==> src/hdl/amc_pkg.sv <==
// shared constants, types and helpers for the adjacency matrix connectivity unit
`timescale 1ns / 1ps

package amc_pkg;

	localparam int MAX_VERTICES = 16;
	localparam int VTX_W        = (MAX_VERTICES > 1) ? $clog2(MAX_VERTICES) : 1;
	localparam int CNT_W        = $clog2(MAX_VERTICES + 1);
	localparam int ADDR_W       = 2 * VTX_W;
	localparam int DEPTH        = MAX_VERTICES * MAX_VERTICES;
	localparam int WEIGHT_W     = 32;
	localparam int IDX_W        = 4;
	localparam int CMD_W        = 2;
	localparam int CFG_W        = 5;
	localparam logic [CFG_W-1:0] VCOUNT_RESET = CFG_W'(16);

	typedef enum logic [CMD_W-1:0] {
		CMD_WRITE = 2'd0,
		CMD_READ  = 2'd1,
		CMD_QUERY = 2'd2
	} cmd_t;

	typedef enum logic [1:0] {
		ST_IDLE,
		ST_WR2,
		ST_RD,
		ST_QRY
	} state_t;

	typedef struct packed {
		logic [CMD_W-1:0]           command;
		logic [IDX_W-1:0]           row;
		logic [IDX_W-1:0]           col;
		logic signed [WEIGHT_W-1:0] write_value;
	} request_t;

	typedef struct packed {
		logic signed [WEIGHT_W-1:0] read_value;
		logic                       connected;
		logic                       out_of_range;
	} result_t;

	typedef struct packed {
		logic done;
		logic connected;
	} srch_stat_t;

	function automatic logic [CNT_W-1:0] eff_count(input logic [CFG_W-1:0] v);
		logic [CNT_W-1:0] n;
		if (v == '0) begin
			n = CNT_W'(1);
		end else if (32'(v) > MAX_VERTICES) begin
			n = CNT_W'(MAX_VERTICES);
		end else begin
			n = CNT_W'(v);
		end
		return n;
	endfunction

endpackage

==> src/hdl/amc_search.sv <==
// iterative reachability search, one vertex row per cycle
`timescale 1ns / 1ps

module amc_search (
	input  logic                              clk,
	input  logic                              arst_n,
	input  logic                              go,
	input  logic [amc_pkg::CNT_W-1:0]         n,
	input  logic [amc_pkg::MAX_VERTICES-1:0]  row_bits,
	output logic [amc_pkg::VTX_W-1:0]         vtx,
	output amc_pkg::srch_stat_t               stat
);

	logic [amc_pkg::MAX_VERTICES-1:0] visited_q;
	logic [amc_pkg::MAX_VERTICES-1:0] mask;
	logic [amc_pkg::MAX_VERTICES-1:0] add;
	logic [amc_pkg::MAX_VERTICES-1:0] visited_n;
	logic [amc_pkg::VTX_W-1:0]        vtx_q;
	logic [amc_pkg::CNT_W-1:0]        pass_q;
	logic [amc_pkg::CNT_W-1:0]        pass_n;
	logic                             grew_q;
	logic                             grew_n;
	logic                             active_q;
	logic                             last_vtx;
	logic                             finish;
	logic                             done_q;
	logic                             conn_q;

	always_comb begin
		for (int i = 0; i < amc_pkg::MAX_VERTICES; i++) begin
			mask[i] = (32'(i) < 32'(n));
		end
		add       = visited_q[vtx_q] ? (row_bits & mask & ~visited_q) : '0;
		visited_n = visited_q | add;
		grew_n    = grew_q | (|add);
		last_vtx  = ((amc_pkg::CNT_W'(vtx_q) + amc_pkg::CNT_W'(1)) == n);
		pass_n    = pass_q + amc_pkg::CNT_W'(1);
		finish    = active_q && last_vtx && (!grew_n || (pass_n == n));
	end

	always_ff @(posedge clk or negedge arst_n) begin
		if (!arst_n) begin
			visited_q <= '0;
			vtx_q     <= '0;
			pass_q    <= '0;
			grew_q    <= 1'b0;
			active_q  <= 1'b0;
			done_q    <= 1'b0;
			conn_q    <= 1'b0;
		end else begin
			done_q <= finish && !go;
			if (go) begin
				visited_q <= amc_pkg::MAX_VERTICES'(1);
				vtx_q     <= '0;
				pass_q    <= '0;
				grew_q    <= 1'b0;
				active_q  <= 1'b1;
			end else if (active_q) begin
				visited_q <= visited_n;
				if (finish) begin
					active_q <= 1'b0;
					conn_q   <= &(visited_n | ~mask);
				end else if (last_vtx) begin
					vtx_q  <= '0;
					pass_q <= pass_n;
					grew_q <= 1'b0;
				end else begin
					vtx_q  <= vtx_q + amc_pkg::VTX_W'(1);
					grew_q <= grew_n;
				end
			end
		end
	end

	assign vtx            = vtx_q;
	assign stat.done      = done_q;
	assign stat.connected = conn_q;

endmodule

==> config.mk <==
export PLATFORM = sky130hd
export DESIGN_NAME = amc_search
export DESIGN_NICKNAME = d
export VERILOG_FILES = /design/src/hdl/amc_pkg.sv /design/src/hdl/amc_search.sv
export SDC_FILE = /design/constraint.sdc
export NUM_CORES = 1
export LEC_CHECK = 0
export BUFFER_PORTS_ARGS = -buffer_cell sky130_fd_sc_hd__buf_2
export CORE_MARGIN = 5
export CORE_UTILIZATION = 55
export DETAILED_ROUTE_END_ITERATION = 8
export HOLD_SLACK_MARGIN = 0.03
export PLACE_DENSITY_LB_ADDON = 0.1
export SYNTH_ARGS = -nofsm -noshare
export SYNTH_HDL_FRONTEND = slang
export SYNTH_SLANG_ARGS = --single-unit
==> constraint.sdc <==
create_clock -name clk -period 4.95 [get_ports clk]
set_clock_uncertainty 0.05 [all_clocks]
set_input_delay 0.7425 -clock clk [delete_from_list [all_inputs] [get_ports clk]]
set_output_delay 0.7425 -clock clk [all_outputs]
set_load 0.01 [all_outputs]
Yosys cells after proc, flatten, opt, wreduce, memory -nomap -nowiden --
Index checks and enable logic that the tools add are counted.
Operators by class: $add $sub $neg 3, multiply operators 0, div/mod/pow operators 0, order comparisons 17, eq/ne operators 3, shift-type cells 0, muxes and demuxes 20, bitwise gates (word level) 8, reductions and logical operators 13
Operators by type and width (number):
- $mux 16 | 3
- $lt 4x5->1 const A | 8
- $and 16x16->16 | 2
- $not 16->16 | 2
- $or 16x16->16 | 2
- $lt 3x5->1 const A | 4
- $mux 5 | 4
- $mux 4 | 4
- $reduce_and 16->1 | 1
- $reduce_or 16->1 | 1
- $eq 5x5->1 | 2
- $lt 1x5->1 const A | 2
- $lt 2x5->1 const A | 2
- $mux 1 | 8
- $reduce_and 3->1 | 2
- $add 4x1->5 const B | 1
- $add 5x1->5 const B | 1
- $lt 4x5->1 const B | 1
- $add 4x1->4 const B | 1
- $bmux 1 s4 | 1
- $reduce_bool 2->1 | 2
- $logic_and 1x1->1 | 3
- $logic_not 1->1 | 2
- $ne 2x2->1 const B | 1
- 4 further kinds | 4
Word-level totals: register bits after elaboration 29, bits in latches 0, RAM bits 0, ROM bits 0, bits of input ports 24, output and inout bits 6, memories 0

Depth between registers and ports, before layout --
Gate-level depths: netlist of the first run.
depth after elaboration 12, mapped depth 10, gate-level depth less buffers 8

Worst setup path before layout of the first run --
Ideal clock, no wire load.
path kind in2reg, from input n[2] (netlist name), to register vtx_q, in the netlist vtx[1], library setup time 0.079 ns, arrival 2.517 ns, slack 2.304 ns, cell stages on the path 9, path buffers 2, path through buf_4 > nor4_2 > a21oi_1 > a2111oi_0 > and3_1 > buf_4 > nor3_4 > or3b_1 > a21oi_1
On the way: word-level cells in the longest chain between the ends 11
RTL lines:
- start: declaration | RTL line amc_search.sv:8 | input logic [amc_pkg::CNT_W-1:0] n,
- $lt 1x5->1, or another cell as far along | RTL line amc_search.sv:31 | mask[i] = (32'(i) < 32'(n));
- $and 16x16->16 (2 in series) | RTL line amc_search.sv:33 | add = visited_q[vtx_q] ? (row_bits & mask & ~visited_q) : '0;
- $mux 16 | RTL line amc_search.sv:33
- $reduce_or 16->1 | RTL line amc_search.sv:35 | grew_n = grew_q | (|add);
- $or 1x1->1 | RTL line amc_search.sv:35
- $logic_not 1->1 | RTL line amc_search.sv:38 | finish = active_q && last_vtx && (!grew_n || (pass_n == n));
- $logic_or 1x1->1 | RTL line amc_search.sv:38
- $logic_and 1x1->1 | RTL line amc_search.sv:38
- $ne 2x2->1 (no source line)
- $reduce_and 2->1 (no source line)
- end signal: assignment | RTL line amc_search.sv:68 | vtx_q <= vtx_q + amc_pkg::VTX_W'(1);
- end: declaration | RTL line amc_search.sv:18 | logic [amc_pkg::VTX_W-1:0] vtx_q;
Parallel ways exist; a longest one is shown, timed or not. The select of a mux whose other input is x is not followed. A chain may end at the register's enable or synchronous reset.

Worst setup path after layout of the first run --
from input n[4] (netlist name), to register vtx_q, in the netlist vtx[1]
Same word-level chain as after synthesis.

==> reports/metrics.cfg, run 1 <==
[outcome]
status=complete, no violations

[detailed_routing]
drt_iter0_drc=149
wirelength_um=6264
wl_per_cell_um=18.59
viasPerCell=6.469
vias=2180
drc_errors=0
antenna_left=0
drtPass1Iterations=4

[yosys]
synth_xor_xnor_area_share=0.05707
synth_flop_cell=dfrtp_1
syn_area_um2=2302
synth_top_family_by_area=compound AO/OA/AOI/OAI gates
synth-simple-area-share=0.2098
yosys_warnings=0
synthesis.nets=295
netlist_top_cells_count=35 x nor2_1, 29 x dfrtp_1, 19 x inv_1
synth_top_area_frac=0.3152
ys_seq_elements=29
synth_area_leaders=dfrtp_1 32%, nor2_1 5.7%, xnor2_1 4.6%
seq_area_frac_synth=0.3152
ys_types=59
async_reset_ff_frac=1.000
synthCells=269
synthAdderAreaFrac=0.01087
synth.most_common_cell=nor2_1
synth_compound_area_frac=0.2603
synthMuxAreaShare=0.05761
synth.avg_cell_area_um2=8.558
synth_top_area_cell=dfrtp_1
synth_edf_count=0

[clocking]
cts_max_level=2
ctsLongestPathBuffers=2
tritoncts=done
root_buffer=clkbuf_8
cts_hold_buf=0
clk_latency_ps=280
cts_setup_buffers=0
cts_resized=0
clkSinkCount=29
cts-buffers-inserted=5
clk_pin_slew_worst_paths_ps=70

[placed_design]
gp_congestion=0.9251
numPlacedInstances=329
hpwl_um=4614
place_area_um2=2387
port_buffers=29

[pwr]
leakage_nw=1.024
powerDensity_nw_per_um2=446.9
worst_ir_drop_vdd_uv=223.5

[grt]
overflow=0
grtUsageTotal=0.2491
antenna_found_initial=0
grt_pass1_wl_um=10480
grt_max_degree=30
grt_pass1_vias=2146

[die]
initial_core_util=0.5714
num_rows=23
fp.dieH_um=74.70
fp.coreArea_um2=4029
io_pins=30
die-area_um2=5580
die_w_um=74.70

[sta]
layout_min_cycle_time_ps=3111
finalHoldViolations=0
timing.fmax_mhz=321.5
slew_viol_final=0
worstMarginPinSlew_ps=753.9
setup_violations=0
rsz0062_at_grt=no
final.period_utilization=0.6284
finalSetupTns_ps=0
max_slew_margin=0.4974

[critical_path]
cp-end-kind=register
crit_type=input port to register
required_ps=5100
path_cells=buf_2 > nor4_2 > a21oi_1 > a2111oi_0 > and3_1 > nor3_4 > or3b_1 > a21oi_1
crit_fanout=21
critPathMostFrequentCell=a21oi_1
crit_arrival_ps=3260
critPathLaunchType=input port
max_stage_delay_ps=560
cp_slowest_cell=a2111oi_0

[min_path]
hold_class=input port to asynchronous set/reset pin

[layout]
postLayoutCellArea_um2=2504
diodes=0
layout-drive-gt1-share=0.1812
nFillCells=381
fin_nets=312
instances_no_fill=337
fin_util=0.6214
area_growth_syn_to_layout_pct=8.750

[job]
cap_violations=0

registers in the layout, summed over array words and instances (netlist names):
name	flops
active_q	1
conn_q	1
done_q	1
grew_q	1
pass_q	5
visited_q	16
vtx	4
stage by stage:
step | power (W) | setup WS (ps) | hold WS [ps]
finish | 0.001119 | 1839 | 442.5
global route | 0.001193 | 1701 | 494.1
CTS | 0.001117 | 1873 | 464.8
detailed placement | 0.0008562 | 1595 | 460.0
global placement | 0.0008525 | 1630 | 458.3
floorplan | 0.0007322 | 2304 | 396.9
final timing paths:
check / from / endpoint / slack, ps / cells past startpoint
max reg2reg: vtx[0] / visited_q[0] / 2000 / 7
max: n[4] / vtx[1] / 1840 / 8
max in group asynchronous: arst_n / visited_q[3] / 3970 / 1
min reg2reg: visited_q[0] / visited_q[0] / 470 / 1
min in group clk: visited_q[0] / visited_q[0] / 470 / 1
min: arst_n / visited_q[8] / 440 / 1
critical path: cells and delay by family:
kind	cells	cell delay [ps]
buf+inv	1	230
compound gates	3	920
simple gates	4	1360
cell usage in the layout (no fill, tap or decap), drive strengths merged, types with 2 or more instances in the layout:
cell type and count:
a2111oi 7, a211oi 8, a21oi 18, a22oi 2
a31oi 11, buf 30, clkbuf 7, dfrtp 29
ha 2, inv 20, mux2 2, mux2i 2
mux4 4, nand2 15, nand2b 6, nand3 3
nand3b 2, nand4 3, nor2 35, nor2b 4
nor3 10, nor3b 3, nor4 7, o2111ai 3
o21ai 11, o221ai 2, o22ai 2, o32ai 4
xnor2 12, xor2 3
cell type report:
cell class	instances	area, um2	share of cell area
inverters	20	75.07	0.02999
multi-input cells	200	1371	0.5477
clock inverters	1	30.03	0.01199
repair buffers	30	152.6	0.06097
clock buffers	7	86.33	0.03448
flip-flops and latches	29	725.7	0.2899
well taps	50	62.56	0.02499
power by group:
part	total, W	switching [W]	internal, W
clock	0.000258	0.0000939	0.000164
combinational	0.000457	0.000253	0.000204
sequential	0.000404	0.000113	0.000291
cell families after synthesis:
kind of cell / after synthesis
AO/OA/AOI/OAI: 83
XOR/XNOR: 15
adder cells (fa/ha/maj): 2
buffers and inverters: 40
flip-flops: 29
multiplexers: 8
AND/OR/NAND/NOR: 92
layer usage:
metal | global-route usage | wire length (um)
met1 | 0.3353 | 2851
met2 | 0.3844 | 2849
met3 | 0.06542 | 428
met4 | 0.09684 | 135
met5 | 0 | 0
(Power assumes the default switching activity.)
==> run 2: changes to the inputs <==
Clock period 4.95 ns to 2.9 ns, I/O delays scaled along.
==> run 2 against run 1 <==
Register-to-register slack lost 1800 ps. Via count up 2.5%. Core utilization is 0.75 points higher. Routed wire length rose by 2.0%. Critical path depth unchanged. Clock power grew 33%. Die area stayed put. Critical endpoint is now pass_q[1]. Global-route usage rose by 0.64 points.
==> reports/metrics.cfg, run 2 (synthesis gave the netlist of run 1 again) <==
[outcome]
status=complete, no violations  ; unchanged

[layout]
fin_nets=320  ; was 312
multiInputGateArea_um2=1371  ; unchanged
largest_reg_flops=16  ; unchanged
diodes=0  ; unchanged
area_growth_syn_to_layout_pct=10.05  ; was 8.750%
nFillCells=365  ; was 381
mostFrequentLayoutCell=nor2_1  ; unchanged
instances_no_fill=345  ; was 337
top_register=visited_q  ; unchanged
seq_area_um2=725.7  ; unchanged
layout-drive-gt1-share=0.2068  ; was 0.1812
mostFrequentLayoutCells=35 x nor2_1, 29 x dfrtp_1, 29 x buf_2  ; unchanged

[sta]
finalHoldViolations=0  ; unchanged
layout_min_cycle_time_ps=2652
max_slew_margin=0.5642  ; was 0.4974
slew_viol_final=0  ; unchanged
final.period_utilization=0.9145
timing.fmax_mhz=377.1
worstMarginPinSlew_ps=653.7  ; was 753.9 ps
finalSetupTns_ps=0  ; unchanged
setup_violations=0  ; unchanged
rsz0062_at_grt=no  ; unchanged

[grt]
grt_pass1_wl_um=10690  ; was 10480 um
overflow=0  ; unchanged
antenna_found_initial=0  ; unchanged
grt_max_degree=30  ; unchanged
grtUsageTotal=0.2555  ; was 0.2491
grt_pass1_vias=2079  ; was 2146

[die]
num_rows=23  ; unchanged
initial_core_util=0.5714  ; unchanged
io_pins=30  ; unchanged
die_w_um=74.70  ; unchanged
fp.coreArea_um2=4029  ; unchanged
fp.dieH_um=74.70  ; unchanged
die-area_um2=5580  ; unchanged

[pwr]
intPower_w=0.001072  ; was 0.0006589 W
worst_ir_drop_vdd_uv=387.2  ; was 223.5 uV
seq_power_share=0.357  ; was 0.361
power.share.combinational=0.461  ; was 0.408
swShare=0.4321  ; was 0.4111
leakage_nw=1.050  ; was 1.024 nW
power_switching_w=0.0008159  ; was 0.0004599 W
p_clk_frac=0.182  ; was 0.230
powerDensity_nw_per_um2=745.3  ; was 446.9 nW/um2

[detailed_routing]
drc_errors=0  ; unchanged
wl_per_cell_um=18.51  ; was 18.59 um
wirelength_um=6387  ; was 6264 um
antenna_left=0  ; unchanged
viasPerCell=6.478  ; was 6.469
drtPass1Iterations=5  ; was 4
vias=2235  ; was 2180
drt_iter0_drc=399  ; was 149

[job]
cap_violations=0  ; unchanged

[min_path]
hold_class=input port to asynchronous set/reset pin  ; unchanged

[clocking]
clk_latency_ps=300  ; was 280 ps
cts_hold_buf=0  ; unchanged
root_buffer=clkbuf_8  ; unchanged
clk_pin_slew_worst_paths_ps=70  ; about the same
cts-buffers-inserted=5  ; unchanged
cts_max_level=2  ; unchanged
cts_setup_buffers=0  ; unchanged
tritoncts=done  ; unchanged
ctsLongestPathBuffers=2  ; unchanged
cts_resized=0  ; unchanged
clkSinkCount=29  ; unchanged

[placed_design]
hpwl_um=4568  ; was 4614 um
gp_congestion=0.9483  ; was 0.9251
numPlacedInstances=337  ; was 329
port_buffers=29  ; unchanged

[critical_path]
cp-end-kind=register  ; unchanged
crit_type=register to register  ; was input port to register
required_ps=3020  ; was 5100 ps
critPathLaunchType=register  ; was input port
crit_fanout=11  ; was 21
crit_arrival_ps=2770  ; was 3260 ps

run 2: power groups by stage:
stage	sequential [W]	clock, W	combinational [W]
global route	0.000683	0.000372	0.000970
global placement	0.000668	0	0.000857
CTS	0.000664	0.000343	0.000864
floorplan	0.000594	0	0.000656
detailed placement	0.000674	0	0.000859
finish	0.000674	0.000344	0.000871
run 2: area by class of cell:
type                    count  area share
clock inverters             3    0.006914
inverters                  20     0.02963
clock buffers               5     0.02716
repair buffers             38     0.08395
multi-input cells         200      0.5412
flip-flops and latches     29      0.2864
well taps                  50     0.02469
run 2: final timing paths:
path	from	slack, ps	to	cells past startpoint
max in group asynchronous	arst_n	2260	visited_q[1]	1
worst min register to register	conn_q	480	conn_q	2
worst min-delay path	arst_n	110	visited_q[10]	1
min in group clk	row_bits[8]	350	visited_q[8]	3
worst max-delay path	vtx[0]	250	pass_q[1]	8
worst max register to register	vtx[0]	250	pass_q[1]	8
run 2: per-layer routing:
metal  share of wire  wire, um  vias up  global-route usage
met5               0         0        -                   0
met4           0.017       106        0             0.08893
met3           0.083       532       15             0.03738
met2            0.45      2847      124              0.3795
met1            0.45      2900     1048              0.3802
li1                -         -     1048                   -
run 2: critical path, cell delays in order, from the launching register on:
cell,delay [ps]
dfrtp_1,620
ha_1,320
nand2_1,80
a22o_1,200
o21ai_0,310
nand4_1,260
nor3_1,400
mux2i_1,230
nor2_1,50
run 2: metrics by stage:
stage	cell area [um2]	power, W	setup slack [ps]	util	hold slack, ps
2_1_floorplan	2302	0.001250	530.4	-	89.41
3_3_place_gp	2447	0.001525	188.1	0.6075	456.4
3_5_place_dp	2447	0.001533	123.4	0.6075	457.0
4_1_cts	2534	0.001871	258.8	0.6289	143.1
5_1_grt	2534	0.002025	2.133	0.6289	177.6
6_report	2534	0.001888	248.0	0.6289	105.2
